[src/scs_pkg.sv]
// types, constants and stage functions shared by the comment stripper modules
`timescale 1ns / 1ps
`default_nettype none

package scs_pkg;

    localparam int MAX_OUT = 4;

    typedef logic [7:0] byte_t;

    localparam byte_t CH_SLASH = 8'h2F;
    localparam byte_t CH_STAR  = 8'h2A;
    localparam byte_t CH_SPACE = 8'h20;
    localparam byte_t CH_NL    = 8'h0A;
    localparam byte_t CH_TAB   = 8'h09;
    localparam byte_t CH_CR    = 8'h0D;

    // block comment tracker
    typedef enum logic [3:0] {
        BP_NORMAL = 4'b0001,
        BP_SLASH  = 4'b0010,
        BP_IN     = 4'b0100,
        BP_STAR   = 4'b1000
    } block_phase_t;

    // line comment tracker
    typedef enum logic [2:0] {
        LP_NORMAL = 3'b001,
        LP_SLASH  = 3'b010,
        LP_IN     = 3'b100
    } line_phase_t;

    // working record of one request as it passes the stages
    typedef struct packed {
        block_phase_t         bphase;
        line_phase_t          lphase;
        logic                 seen;
        logic                 pend;
        logic [3:0][7:0]      data;
        logic [2:0]           cnt;
    } strip_t;

    // results caused by one request
    typedef struct packed {
        logic [3:0][7:0]      data;
        logic [2:0]           count;
        logic                 valid;
        logic                 last;
    } group_t;

    // queue status seen by front and back
    typedef struct packed {
        logic avail;
        logic space;
    } q_status_t;

    function automatic logic is_white(byte_t b);
        return (b == CH_SPACE) || (b == CH_NL) || (b == CH_TAB) || (b == CH_CR);
    endfunction

    function automatic strip_t push_byte(strip_t s, byte_t b);
        strip_t r;
        r = s;
        if (r.cnt < 3'(MAX_OUT))
        begin
            r.data[r.cnt[1:0]] = b;
            r.cnt = r.cnt + 3'd1;
        end
        return r;
    endfunction

    // collapse and trim
    function automatic strip_t stage_space(strip_t s, byte_t b);
        strip_t r;
        r = s;
        if (is_white(b))
        begin
            if (r.seen)
                r.pend = 1'b1;
        end
        else
        begin
            if (r.pend)
                r = push_byte(r, CH_SPACE);
            r.pend = 1'b0;
            r.seen = 1'b1;
            r = push_byte(r, b);
        end
        return r;
    endfunction

    // line comments
    function automatic strip_t stage_line(strip_t s, byte_t b);
        strip_t r;
        r = s;
        unique case (r.lphase)
            LP_IN:
            begin
                if (b == CH_NL)
                begin
                    r.lphase = LP_NORMAL;
                    r = stage_space(r, b);
                end
            end
            LP_SLASH:
            begin
                if (b == CH_SLASH)
                    r.lphase = LP_IN;
                else
                begin
                    r.lphase = LP_NORMAL;
                    r = stage_space(r, CH_SLASH);
                    r = stage_space(r, b);
                end
            end
            default:
            begin
                if (b == CH_SLASH)
                    r.lphase = LP_SLASH;
                else
                    r = stage_space(r, b);
            end
        endcase
        return r;
    endfunction

    // block comments
    function automatic strip_t stage_block(strip_t s, byte_t b);
        strip_t r;
        r = s;
        unique case (r.bphase)
            BP_IN:
            begin
                if (b == CH_STAR)
                    r.bphase = BP_STAR;
            end
            BP_STAR:
            begin
                if (b == CH_SLASH)
                    r.bphase = BP_NORMAL;
                else if (b != CH_STAR)
                    r.bphase = BP_IN;
            end
            BP_SLASH:
            begin
                if (b == CH_STAR)
                    r.bphase = BP_IN;
                else
                begin
                    r.bphase = BP_NORMAL;
                    r = stage_line(r, CH_SLASH);
                    if (b == CH_SLASH)
                        r.bphase = BP_SLASH;
                    else
                        r = stage_line(r, b);
                end
            end
            default:
            begin
                if (b == CH_SLASH)
                    r.bphase = BP_SLASH;
                else
                    r = stage_line(r, b);
            end
        endcase
        return r;
    endfunction

    // release held slashes at end of text
    function automatic strip_t flush_all(strip_t s);
        strip_t r;
        r = s;
        if (r.bphase == BP_SLASH)
            r = stage_line(r, CH_SLASH);
        if (r.lphase == LP_SLASH)
            r = stage_space(r, CH_SLASH);
        return r;
    endfunction

endpackage

`default_nettype wire

[src/scs_front.sv]
// front end: accepts text bytes, runs the stripping stages, builds result groups
`timescale 1ns / 1ps
`default_nettype none

module scs_front (
    input  wire logic               clk,
    input  wire logic               rst_n,
    input  wire logic               in_valid,
    output logic                    in_ready,
    input  wire logic [7:0]         text_byte,
    input  wire logic               text_end,
    input  wire scs_pkg::q_status_t q_stat,
    output logic                    push,
    output scs_pkg::group_t         grp
);

    scs_pkg::block_phase_t bphase_reg, bphase_next;
    scs_pkg::line_phase_t  lphase_reg, lphase_next;
    logic                  seen_reg, seen_next;
    logic                  pend_reg, pend_next;

    scs_pkg::strip_t       cur;
    scs_pkg::strip_t       res;
    logic                  accept;

    assign in_ready = q_stat.space;
    assign accept   = in_valid & in_ready;

    always_comb
    begin
        cur.bphase = bphase_reg;
        cur.lphase = lphase_reg;
        cur.seen   = seen_reg;
        cur.pend   = pend_reg;
        cur.data   = '0;
        cur.cnt    = '0;
        res = scs_pkg::stage_block(cur, text_byte);
        if (text_end)
            res = scs_pkg::flush_all(res);
    end

    // empty terminator when the final byte gives nothing
    always_comb
    begin
        grp.last = text_end;
        if (res.cnt == 3'd0)
        begin
            grp.data  = '0;
            grp.count = 3'd1;
            grp.valid = 1'b0;
        end
        else
        begin
            grp.data  = res.data;
            grp.count = res.cnt;
            grp.valid = 1'b1;
        end
    end

    assign push = accept & ((res.cnt != 3'd0) | text_end);

    always_comb
    begin
        bphase_next = bphase_reg;
        lphase_next = lphase_reg;
        seen_next   = seen_reg;
        pend_next   = pend_reg;
        if (accept)
        begin
            if (text_end)
            begin
                bphase_next = scs_pkg::BP_NORMAL;
                lphase_next = scs_pkg::LP_NORMAL;
                seen_next   = 1'b0;
                pend_next   = 1'b0;
            end
            else
            begin
                bphase_next = res.bphase;
                lphase_next = res.lphase;
                seen_next   = res.seen;
                pend_next   = res.pend;
            end
        end
    end

    always_ff @(posedge clk or negedge rst_n)
    begin
        if (!rst_n)
        begin
            bphase_reg <= scs_pkg::BP_NORMAL;
            lphase_reg <= scs_pkg::LP_NORMAL;
            seen_reg   <= 1'b0;
            pend_reg   <= 1'b0;
        end
        else
        begin
            bphase_reg <= bphase_next;
            lphase_reg <= lphase_next;
            seen_reg   <= seen_next;
            pend_reg   <= pend_next;
        end
    end

endmodule

`default_nettype wire

[src/scs_queue.sv]
// short queue of result groups between front and back
`timescale 1ns / 1ps
`default_nettype none

module scs_queue #(
    parameter int DEPTH = 4
) (
    input  wire logic            clk,
    input  wire logic            rst_n,
    input  wire logic            push,
    input  wire scs_pkg::group_t push_grp,
    input  wire logic            pop,
    output scs_pkg::group_t      head_grp,
    output scs_pkg::q_status_t   q_stat
);

    localparam int PTR_W = (DEPTH > 1) ? $clog2(DEPTH) : 1;
    localparam int CNT_W = $clog2(DEPTH + 1);

    scs_pkg::group_t  mem [DEPTH];
    logic [PTR_W-1:0] wr_ptr_reg, wr_ptr_next;
    logic [PTR_W-1:0] rd_ptr_reg, rd_ptr_next;
    logic [CNT_W-1:0] count_reg, count_next;
    logic             do_push;
    logic             do_pop;

    assign q_stat.avail = (count_reg != '0);
    assign q_stat.space = (count_reg != CNT_W'(DEPTH));
    assign do_push      = push & q_stat.space;
    assign do_pop       = pop & q_stat.avail;
    assign head_grp     = mem[rd_ptr_reg];

    always_comb
    begin
        wr_ptr_next = wr_ptr_reg;
        rd_ptr_next = rd_ptr_reg;
        count_next  = count_reg;
        if (do_push)
            wr_ptr_next = (wr_ptr_reg == PTR_W'(DEPTH - 1)) ? '0 : wr_ptr_reg + 1'b1;
        if (do_pop)
            rd_ptr_next = (rd_ptr_reg == PTR_W'(DEPTH - 1)) ? '0 : rd_ptr_reg + 1'b1;
        if (do_push && !do_pop)
            count_next = count_reg + 1'b1;
        else if (do_pop && !do_push)
            count_next = count_reg - 1'b1;
    end

    always_ff @(posedge clk)
    begin
        if (do_push)
            mem[wr_ptr_reg] <= push_grp;
    end

    always_ff @(posedge clk or negedge rst_n)
    begin
        if (!rst_n)
        begin
            wr_ptr_reg <= '0;
            rd_ptr_reg <= '0;
            count_reg  <= '0;
        end
        else
        begin
            wr_ptr_reg <= wr_ptr_next;
            rd_ptr_reg <= rd_ptr_next;
            count_reg  <= count_next;
        end
    end

endmodule

`default_nettype wire

[src/scs_back.sv]
// back end: unpacks groups, one result per cycle unless stalled
`timescale 1ns / 1ps
`default_nettype none

module scs_back (
    input  wire logic               clk,
    input  wire logic               rst_n,
    input  wire scs_pkg::group_t    head_grp,
    input  wire scs_pkg::q_status_t q_stat,
    output logic                    pop,
    output logic                    res_valid,
    input  wire logic               res_ready,
    output logic [7:0]              out_byte,
    output logic                    out_valid,
    output logic                    out_end
);

    scs_pkg::group_t cur_reg, cur_next;
    logic [1:0]      idx_reg, idx_next;
    logic            have_reg, have_next;
    logic            fire;
    logic            at_last;

    assign fire    = have_reg & res_ready;
    assign at_last = ({1'b0, idx_reg} + 3'd1) == cur_reg.count;
    assign pop     = q_stat.avail & (~have_reg | (fire & at_last));

    assign res_valid = have_reg;
    assign out_byte  = cur_reg.data[idx_reg];
    assign out_valid = cur_reg.valid;
    assign out_end   = cur_reg.last & at_last;

    always_comb
    begin
        cur_next  = cur_reg;
        idx_next  = idx_reg;
        have_next = have_reg;
        if (pop)
        begin
            cur_next  = head_grp;
            idx_next  = 2'd0;
            have_next = 1'b1;
        end
        else if (fire)
        begin
            if (at_last)
                have_next = 1'b0;
            else
                idx_next = idx_reg + 2'd1;
        end
    end

    always_ff @(posedge clk)
    begin
        cur_reg <= cur_next;
    end

    always_ff @(posedge clk or negedge rst_n)
    begin
        if (!rst_n)
        begin
            idx_reg  <= 2'd0;
            have_reg <= 1'b0;
        end
        else
        begin
            idx_reg  <= idx_next;
            have_reg <= have_next;
        end
    end

endmodule

`default_nettype wire

[src/source_text_comment_stripper_top.sv]
// top level of the comment stripper: front end, group queue and back end
`timescale 1ns / 1ps
`default_nettype none

// channel   handshake              payload
// input     in_valid / in_ready    text_byte[7:0], text_end
// result    res_valid / res_ready  out_byte[7:0], out_valid, out_end
//
// one text byte is taken every cycle while the group queue has room; a byte
// that yields n results (0 to 4) hands the back end n results to send out
// first result of a byte passes through the queue and then the back end's group
// register before it is offered on the result channel
// reset clears the stripping state and empties the queue; no clearing pass
// a stalled result side fills the QUEUE_DEPTH-entry queue, then in_ready drops

module source_text_comment_stripper_top #(
    parameter int QUEUE_DEPTH = 4
) (
    input  wire logic       clk,
    input  wire logic       rst_n,
    input  wire logic       in_valid,
    output logic            in_ready,
    input  wire logic [7:0] text_byte,
    input  wire logic       text_end,
    output logic            res_valid,
    input  wire logic       res_ready,
    output logic [7:0]      out_byte,
    output logic            out_valid,
    output logic            out_end
);

    // front to queue
    logic               q_push;
    scs_pkg::group_t    push_grp;
    // queue to back
    logic               q_pop;
    scs_pkg::group_t    head_grp;
    scs_pkg::q_status_t q_stat;

    // classification of each byte through the comment and space stages
    scs_front u_front (
        .clk       (clk),
        .rst_n     (rst_n),
        .in_valid  (in_valid),
        .in_ready  (in_ready),
        .text_byte (text_byte),
        .text_end  (text_end),
        .q_stat    (q_stat),
        .push      (q_push),
        .grp       (push_grp)
    );

    // decouples the two sides so each can stall on its own
    scs_queue #(
        .DEPTH (QUEUE_DEPTH)
    ) u_queue (
        .clk      (clk),
        .rst_n    (rst_n),
        .push     (q_push),
        .push_grp (push_grp),
        .pop      (q_pop),
        .head_grp (head_grp),
        .q_stat   (q_stat)
    );

    // serialises each group into single results
    scs_back u_back (
        .clk       (clk),
        .rst_n     (rst_n),
        .head_grp  (head_grp),
        .q_stat    (q_stat),
        .pop       (q_pop),
        .res_valid (res_valid),
        .res_ready (res_ready),
        .out_byte  (out_byte),
        .out_valid (out_valid),
        .out_end   (out_end)
    );

    // a group is only written while the queue has room
    assert property (@(posedge clk) disable iff (!rst_n)
        q_push |-> q_stat.space)
    else $error("group pushed into a full queue");

    // an empty terminator is a lone result that closes the text
    assert property (@(posedge clk) disable iff (!rst_n)
        q_push && !push_grp.valid |-> push_grp.last && (push_grp.count == 3'd1))
    else $error("empty result not a lone terminator");

    // a result without a character must be the end of the text
    assert property (@(posedge clk) disable iff (!rst_n)
        res_valid && !out_valid |-> out_end)
    else $error("empty result before end of text");

    // the back end never takes a group that is not there
    assert property (@(posedge clk) disable iff (!rst_n)
        q_pop |-> q_stat.avail)
    else $error("pop from an empty queue");

endmodule

`default_nettype wire
[config.mk]
export PLATFORM = sky130hd
export DESIGN_NAME = source_text_comment_stripper_top
export DESIGN_NICKNAME = d
export VERILOG_FILES = /design/src/scs_pkg.sv /design/src/scs_front.sv /design/src/scs_queue.sv /design/src/scs_back.sv /design/src/source_text_comment_stripper_top.sv
export SDC_FILE = /design/constraint.sdc
export NUM_CORES = 1
export LEC_CHECK = 0
export BUFFER_PORTS_ARGS = -buffer_cell sky130_fd_sc_hd__buf_2
export CAP_MARGIN = 20
export CORE_MARGIN = 2
export CORE_UTILIZATION = 30
export CTS_CLUSTER_DIAMETER = 120
export DETAILED_ROUTE_END_ITERATION = 12
export PLACE_DENSITY = 0.48
export SYNTH_ARGS = -nofsm -noshare
export SYNTH_HDL_FRONTEND = slang
export SYNTH_SLANG_ARGS = --single-unit
[constraint.sdc]
create_clock -name clk -period 6.5 [get_ports clk]
set_input_delay 1.3 -clock clk [delete_from_list [all_inputs] [get_ports clk]]
set_output_delay 1.3 -clock clk [all_outputs]
set_load 0.02 [all_outputs]
==> results of run 1 <==
-- path summary, 6_finish.rpt --
check / from / end / slack, ps
worst max-delay path: text_byte[4] / u_queue.mem[1][14] / 1170
worst min-delay path: u_queue.count_reg[2] / u_queue.count_reg[2] / 510
worst max register to register: u_front.bphase_reg[3] / u_queue.mem[1][14] / 1890
worst min register to register: u_queue.count_reg[2] / u_queue.count_reg[2] / 510
max in group asynchronous: rst_n / u_queue.rd_ptr_reg[0] / 5310
min in group asynchronous: rst_n / u_queue.wr_ptr_reg[0] / 830
-- stage by stage --
step                      cells  util [%]  hold WS, ps  setup slack, ps  cell area [sq um]
after CTS                   909     34.64        513.7             1283               9079
after detailed placement    879     32.49        504.4            848.7               8513
after global routing        909     34.64        542.6            912.3               9079
final                       909     34.64        511.6             1166               9079
after global placement      879     32.49        491.7            963.6               8513
after floorplan             540         -        475.5             1273               8050
-- kinds of logic (layout without fill, tap and decap cells) --
group	count (synthesis)	in the layout	synth area share, %
multiplexers	47	47	11.53
XOR/XNOR	12	12	1.306
flip-flops	174	174	63.76
AO/OA/AOI/OAI	101	101	8.751
AND/OR/NAND/NOR	142	142	9.046
adder cells (fa/ha/maj)	19	19	3.046
buffers and inverters	45	79	2.564
-- per-layer routing --
layer / vias to the layer above / track usage [%]
met5: - / 0
met4: 0 / 3.403
met3: 12 / 2.821
met2: 98 / 21.97
met1: 2387 / 17.87
li1: 2148 / -
-- placed cells by master, fill, tap and decap left out, types with 5 or more instances in the layout --
master | synthesis | final
inv_1 | 14 | 14
clkbuf_16 | 0 | 17
ha_1 | 18 | 18
nor2_1 | 35 | 35
nand4_1 | 5 | 5
mux4_2 | 36 | 36
xor2_1 | 7 | 7
a31oi_1 | 7 | 7
mux2_2 | 6 | 6
dfrtp_1 | 17 | 16
edfxtp_1 | 155 | 155
buf_4 | 3 | 9
buf_2 | 3 | 24
nor3_1 | 9 | 9
xnor2_1 | 5 | 5
o21ai_0 | 17 | 17
a22o_1 | 8 | 8
a21oi_1 | 26 | 26
nor3b_1 | 5 | 5
nand2_1 | 50 | 50
nand3_1 | 6 | 6
mux2i_1 | 5 | 5
and2_1 | 7 | 7
-- synth_stat cells, drive strengths merged, types with 3 or more instances --
library cell	n
a21oi	26
and2	7
a21boi	3
nand2b	3
nor3b	5
inv	16
clkbuf	16
nand3b	3
or3	3
xnor2	5
o21ai	18
o21a	3
xor2	7
edfxtp	155
a31oi	8
a22oi	3
buf	13
a22o	8
ha	18
dfrtp	17
mux2i	5
nand3	7
nor4b	4
o211ai	4
nand2	50
nor2	35
nand4	5
mux2	6
nor3	9
mux4	36
o22ai	4
a21o	3
-- worst reg2reg max path: stages, from the launching register on --
cell      delay (ps)
dfrtp_1          510
nor4b_2          680
nand2b_1         310
o32ai_1          590
nand2_1          120
o21a_1           210
ha_1             340
a21oi_1          220
ha_1             280
nor3_1           200
nand2_1          110
a211oi_4         220
buf_4            360
a31oi_1          160
-- where the power goes --
group	internal (mW)	leakage (nW)	switching, mW
combinational	0.383	1.18	0.494
sequential	1.51	1.67	0.109
clock	0.563	0.279	0.411
total	2.46	3.13	1.01
-- final cells by class --
type,instances,share of cell area (%)
multi-input combinational,321,29.88
clock buffer,17,4.686
timing repair buffer,33,2.067
tap,335,4.617
sequential,174,56.55
inverter,16,0.6615
clock inverter,13,1.544
==> flow_metrics.tcl, run 1 <==
set metrics [dict create \
    status "finished clean" \
    met1Wirelength_um 8287 \
    grt_first_pass_wirelength_um 28110 \
    core_sq_um 26210 \
    yosysTopAreaCellShare_pct 57.82 \
    async_flop_share_pct 10.92 \
    yosys_register_bits 174 \
    ant_nets 0 \
    syn-cell-area_sq_um 8050 \
    slowest_stage "nor3_1" \
    postCtsHoldBufs 0 \
    io_pins 25 \
    worst_slew_pin_slew_ps 972.8 \
    reg2reg_depth 13 \
    cap_viol_max_count 0 \
    hold_depth 1 \
    track_usage_pct 13.27 \
    drcViolationCount 0 \
    drive_gt1_share_pct 20.91 \
    largest_reg_flops 124 \
    multi_input_area_sq_um 2713 \
    period_share_pct 82.06 \
    min-delay-path-class "flip-flop to flip-flop" \
    drt_wl_total_um 17980 \
    fmax_mhz 187.5 \
    top_layer_used "met4" \
    num_antenna_cells 0 \
    area_growth_syn_to_layout_pct 12.78 \
    synth.avg_cell_area_sq_um 14.91 \
    yosys_warnings 0 \
    synth_ff_type "edfxtp_1" \
    die-height_um 167.8 \
    row_count 59 \
    die_x_um 167.8 \
    grt_remaining_overflow 0 \
    hold_viol 0 \
    clk_path_buf_depth 2 \
    grt_pass1_vias 4785 \
    max_stage_delay_ps 750 \
    cts.sink_count 174 \
    met2WireLength_um 8870 \
    drt_pass1_iterations 5 \
    start_util_pct 30.72 \
    num_vias 4645 \
    synth_cell_types 71 \
    fin_crit_ps 5334 \
    nets 595 \
    synth_top_cell_by_area "edfxtp_1" \
    rsz0062_at_grt "no" \
    grt_max_degree 37 \
    synth_nets 572 \
    synth-edff-count 155 \
    slew_headroom_pct 35.15 \
    start_kind "input port" \
    hpwl_um 11480 \
    power.density_nw_per_um2 382.2 \
    via_per_inst 5.110 \
    synth_cells 540 \
    setup_violations 0 \
    worstPathCellList "buf_2, nor3_1, nand3_1, o32ai_1, nand2_1, o21a_1, ha_1, a21oi_1, ha_1, nor3_1, nand2_1, a211oi_4, buf_4, a31oi_1" \
    p_total_mw 3.470 \
    cp.depth 14 \
    cts.root.buffer_cell "clkbuf_16" \
    clk_transition_reported_paths_ps 60 \
    first_iter_violations 310 \
    post_cts_resized 0 \
    clk_latency_ps 420 \
    ys_seq_area_share_pct 63.76 \
    path_max_fanout 26 \
    final-seq-area_sq_um 5134 \
    cp-end-kind "flip-flop" \
    p_leak_nw 3.128 \
    antenna_found_initial 0 \
    cp.required_ps 6620 \
    die_area_sq_um 28160 \
    fin_setup_tns_ps 0 \
    worst_ir_drop_vdd_v 0.0001841 \
    drv_slew 0 \
    h-tree-depth 4 \
    worst_ep_arrival_time_ps 5450 \
    ys_top_cells_by_area "edfxtp_1, mux4_2, dfrtp_1" \
    post_cts_buffers 0 \
    finClkSkew_ps 10.10 \
    io_buffers 24 \
    cts_tree "done" \
    wl_met3_um 638 \
    n_fill_cell 2485 \
    avgRoutedWirePerCell_um 19.78 \
    gp_congestion 0.9054 \
    critPathBufInv 2 \
    crit_family "simple AND/OR/NAND/NOR gates" \
    cts_buffers 17 \
    crit_type "input port to flip-flop" \
]
No activity file was read; power rests on OpenSTA's default activity.
==> run 2, diff against run 1 <==
PLACE_DENSITY = 0.5   (was 0.48)
clock period = 4.6 ns   (was 6.5 ns; I/O delays follow)
==> run 2 against run 1 <==
First-iteration DRC count rose by 16%. Critical path type unchanged. Hold slack got worse by 65 ps. Die area did not move. Design area rose by 3.7%. Largest power group unchanged. Clock skew fell by 1.1 ps. Register-to-register slack got worse by 1200 ps.
==> flow_metrics.tcl, run 2 (synthesized netlist as in run 1, its figures left out) <==
set metrics [dict create \
    finClkSkew_ps 8.980 \
    gp_congestion 0.9455 \
    die_x_um 167.8 \
    final_common_cell "edfxtp_1" \
    worst_ep_arrival_time_ps 4380 \
    cts_buffers 17 \
    post_cts_resized 0 \
    crit_type "input port to flip-flop" \
    clk_path_buf_depth 2 \
    die-height_um 167.8 \
    cp-end-kind "flip-flop" \
    avgRoutedWirePerCell_um 19.07 \
    timing.rr.end "u_queue.mem[0][16]" \
    final-seq-area_sq_um 5135 \
    worstPathCellList "buf_2, or3b_4, a211o_1, nand2_1, nand2_2, ha_4, nor2_1, nand2_1, o21ai_1, o32ai_4, buf_4, xor2_1, ha_1, nor3_1, nand2_1, a211oi_4, buf_12, a31oi_1" \
    power.density_nw_per_um2 533.6 \
    worst_slew_pin_slew_ps 870.4 \
    first_iter_violations 360 \
    row_count 59 \
    postCtsHoldBufs 0 \
    n_fill_cell 2465 \
    cts_tree "done" \
    via_per_inst 5.044 \
    grt_max_degree 36 \
    drt_pass1_iterations 4 \
    hpwl_um 11710 \
    start_util_pct 30.72 \
    utilization_pct 35.94 \
    max_stage_delay_ps 390 \
    start_kind "input port" \
    ant_nets 0 \
    num_antenna_cells 0 \
    io_buffers 24 \
    period_share_pct 92.74 \
    die_area_sq_um 28160 \
    r2r-start "u_front.bphase_reg[1]" \
    cts.root.buffer_cell "clkbuf_16" \
    fin_crit_ps 4266 \
    crit_family "compound AO/OA/AOI/OAI gates" \
    setup_violations 0 \
    track_usage_pct 13.20 \
    grt_remaining_overflow 0 \
    startpoint "text_byte[5]" \
    most-common-layout-cells "edfxtp_1, nand2_1, mux4_2" \
    critPathMostFrequentCell "nand2_1" \
    drt_wl_total_um 17830 \
    rsz0062_at_grt "no" \
    multi_input_area_sq_um 2758 \
    reg2reg_depth 14 \
    min-delay-path-class "input port to async pin" \
    area_growth_syn_to_layout_pct 16.99 \
    cap_viol_max_count 0 \
    post_cts_buffers 0 \
    num_vias 4716 \
    drcViolationCount 0 \
    clk_transition_reported_paths_ps 70 \
    rrSetupSlack_ps 650 \
    grt_first_pass_wirelength_um 28230 \
    worst_ir_drop_vdd_v 0.0002299 \
    drv_slew 0 \
    status "finished clean" \
    cp.required_ps 4710 \
    clk_latency_ps 430 \
    antenna_found_initial 0 \
    io_pins 25 \
    slew_headroom_pct 41.97 \
    grt_pass1_vias 4901 \
    largest_reg_flops 124 \
    h-tree-depth 4 \
    hold_viol 0 \
    p_leak_nw 3.291 \
    cts.sink_count 174 \
    path_max_fanout 26 \
    core_sq_um 26210 \
    fin_setup_tns_ps 0 \
    drive_gt1_share_pct 25.17 \
    critPathBufInv 3 \
    nets 619 \
    fmax_mhz 234.4 \
    slowest_stage "or3b_4" \
]
run 2: per-stage QoR:
step | cells | hold WS [ps] | instance area (sq um) | total power [mW] | setup WS [ps]
floorplan | 540 | 475.5 | 8098 | 3.185 | 18.93
global placement | 903 | 490.6 | 8802 | 3.591 | 67.12
detailed placement | 903 | 515.9 | 8802 | 3.635 | -22.34
CTS | 935 | 454.8 | 9418 | 5.111 | 367.8
global route | 935 | 464.8 | 9418 | 5.291 | 115.6
finish | 935 | 446.9 | 9418 | 5.025 | 333.8
run 2: cell type report:
cell class / instances / share of cell area, %
inverter: 16 / 0.6377
timing repair buffer: 57 / 4.570
multi-input combinational: 321 / 29.28
tap: 335 / 4.451
clock buffer: 17 / 4.517
clock inverter: 15 / 2.019
sequential: 174 / 54.52
run 2: worst max-delay path by stage:
stage                               endpoint  cells past startpoint
after floorplan           u_queue.mem[0][15]                     18
after global placement    u_queue.mem[0][16]                     16
after detailed placement  u_queue.mem[3][15]                     18
after CTS                 u_queue.mem[2][15]                     18
after global routing      u_queue.mem[2][15]                     18
final                     u_queue.mem[0][16]                     18
run 2: routing by layer:
metal | wire (um) | track usage (%)
met1 | 8164 | 17.59
met2 | 8850 | 21.92
met3 | 563 | 2.492
met4 | 251 | 4.197
met5 | 0 | 0
run 2: power by group:
group	leakage, nW	internal, mW	switching [mW]	total [mW]
Sequential	1.67	2.13	0.239	2.37
Combinational	1.32	0.583	0.601	1.18
Clock	0.305	0.830	0.645	1.48
Total	3.29	3.54	1.48	5.03
run 2: worst register-to-register path, cell delays in order, from the launching register on:
cell and delay [ps]:
dfrtp_1 510, xor2_1 230, o211ai_1 490, o21ai_1 200
o32ai_1 230, nand2_1 110, o21a_1 200, ha_4 280
a21oi_2 170, ha_1 260, nor3_1 160, nand2_1 130
a211oi_4 310, buf_12 230, a31oi_1 130
==> run 3, diff against run 2 <==
CORE_UTILIZATION = 55   (was 30)
PLACE_DENSITY = 0.79   (was 0.5)
==> run 3 against run 2 <==
Critical path type unchanged. Design area down 2.8%. Critical endpoint is now u_queue.mem[0][15]. First-iteration DRC count up 28%. Core utilization up 28 points. Hold slack worse by 13 ps. Sequential share of layout area up 1.6 points. Power down 2.2%. Wire length down 6.5%.
==> flow_metrics.tcl, run 3 (synthesized netlist as in run 1, its figures left out) <==
set metrics [dict create \
    status "finished clean" \
    startpoint "text_byte[1]" \
    avgRoutedWirePerCell_um 21.39 \
    rsz0062_at_grt "no" \
    first_iter_violations 462 \
    io_pins 25 \
    track_usage_pct 22.83 \
    finClkSkew_ps 8.567 \
    critPathBufInv 3 \
    clk_transition_reported_paths_ps 70 \
    drt_wl_total_um 16660 \
    cts_tree "done" \
    path_max_fanout 26 \
    setup_ws_ps 396.4 \
    worst_ir_drop_vdd_v 0.0002601 \
    clk_latency_ps 430 \
    slew_headroom_pct 44.78 \
    min-delay-path-class "input port to async pin" \
    worstPathCellList "buf_2, or3b_4, a211o_1, nand2_1, nand2_2, ha_4, nor2_1, nand2_1, o21ai_1, o32ai_4, buf_4, xor2_1, ha_1, nor3_1, nand2_1, a211oi_4, buf_12, a31oi_1" \
    layout.cells.non_filler 779 \
    hold_viol 0 \
    cp.required_ps 4720 \
    worst_ep_arrival_time_ps 4320 \
    post_cts_buffers 0 \
    placed_cell_area_sq_um 8574 \
    postCtsHoldBufs 0 \
    post-place-ws_ps -49.40 \
    die_x_um 125.0 \
    num_antenna_cells 0 \
    layout.cell_area.non_filler_sq_um 9155 \
    cp-end-kind "flip-flop" \
    drv_slew 0 \
    clk_path_buf_depth 2 \
    num_vias 4895 \
    p_sw_share_pct 29.50 \
    grt_remaining_overflow 0 \
    area_growth_syn_to_layout_pct 13.72 \
    fin_crit_ps 4204 \
    worst_slew_pin_slew_ps 826.5 \
    power.switching_mw 1.450 \
    n_fill_cell 1057 \
    drt_pass1_iterations 5 \
    fmax_mhz 237.9 \
    power.internal_mw 3.466 \
    slowest_stage "or3b_4" \
    r2r-start "u_front.lphase_reg[2]" \
    h-tree-depth 4 \
    crit_family "compound AO/OA/AOI/OAI gates" \
    antenna_found_initial 0 \
    nets 614 \
    start_kind "input port" \
    most-common-layout-cells "edfxtp_1, nand2_1, mux4_2" \
    power.density_nw_per_um2 537.0 \
    drcViolationCount 0 \
    post-place-cells 747 \
    power_frac_comb_pct 23.4 \
    period_share_pct 91.38 \
    setup_violations 0 \
    grt_max_degree 36 \
    clkPwrFrac_pct 28.2 \
    drive_gt1_share_pct 24.20 \
    final_common_cell "edfxtp_1" \
    p_leak_nw 3.230 \
    largest_reg_flops 124 \
    crit_type "input port to flip-flop" \
    cts_buffers 17 \
    cts.root.buffer_cell "clkbuf_16" \
    hpwl_um 10690 \
    max_stage_delay_ps 390 \
    cap_viol_max_count 0 \
    critPathMostFrequentCell "nand2_1" \
    start_util_pct 55.81 \
    die-height_um 125.0 \
    die_area_sq_um 15620 \
    cts.sink_count 174 \
    gp_congestion 0.9252 \
    grt_first_pass_wirelength_um 27170 \
    row_count 44 \
    seqPwrFrac_pct 48.4 \
    core_sq_um 14420 \
    io_buffers 24 \
    ant_nets 0 \
    post_cts_resized 0 \
    grt_pass1_vias 5071 \
    via_per_inst 6.284 \
]
==> run 3: cell types whose count changed in the layout (fill, tap and decap cells not counted), sizes merged <==
cell | before | now
buf | 57 | 52
inv | 25 | 22
clkinvlp | 0 | 4
bufinv | 2 | 1
==> run 3: area by class of cell <==
class / count / area (sq um) / area share [%]
tap: 184 / 230.2 / 2.515
clock buffer: 17 / 425.4 / 4.647
timing repair buffer: 52 / 392.9 / 4.291
clock inverter: 15 / 155.1 / 1.695
multi-input combinational: 321 / 2756 / 30.11
sequential: 174 / 5135 / 56.09
inverter: 16 / 60.06 / 0.6560
==> run 3: worst paths after layout <==
path / endpoint / slack, ps / depth (start not counted)
worst max-delay path: u_queue.mem[0][15] / 400 / 18
worst min-delay path: u_front.bphase_reg[2] / 430 / 1
worst max register to register: u_queue.mem[0][15] / 630 / 13
worst min register to register: u_queue.count_reg[2] / 520 / 1
max in group asynchronous: u_queue.rd_ptr_reg[0] / 3820 / 1
min in group clk: u_queue.count_reg[2] / 520 / 1
==> run 3: power groups by stage <==
| stage | logic (mW) | registers, mW | clock network [mW] |
|---|---|---|---|
| global route | 1.26 | 2.42 | 1.47 |
| CTS | 1.17 | 2.39 | 1.41 |
| global placement | 1.13 | 2.39 | 0 |
| finish | 1.15 | 2.38 | 1.39 |
| floorplan | 0.943 | 2.24 | 0 |
| detailed placement | 1.17 | 2.42 | 0 |
==> run 3: metal layers <==
layer / global-route usage [%] / up-vias / share of wire [%] / routed length, um
met5: 0 / - / 0 / 0
met4: 7.516 / 0 / 1.6 / 270
met3: 6.162 / 29 / 6.7 / 1109
met2: 37.31 / 196 / 51 / 8434
met1: 30.22 / 2476 / 41 / 6849
li1: - / 2194 / - / -
==> run 3: worst reg2reg max path: stages, from the launching register on <==
cell      delay (ps)
dfrtp_1          480
xnor2_1          440
nor2_1           170
nor3_1           610
o31ai_1          190
o21a_1           290
nor2_1           200
a21oi_2           70
ha_1             330
nor3_1           130
nand2_1          110
a211oi_4         290
buf_12           220
a31oi_1          120
==> run 3: per-stage QoR <==
step / setup TNS (ps) / hold WS (ps) / power (mW) / utilization [%]
detailed placement: -1272 / 512.4 / 3.581 / 59.45
global route: 0 / 450.9 / 5.154 / 63.47
global placement: 0 / 489.7 / 3.520 / 59.45
CTS: 0 / 437.2 / 4.966 / 63.47
finish: 0 / 434.1 / 4.917 / 63.47
floorplan: 0 / 475.5 / 3.185 / -
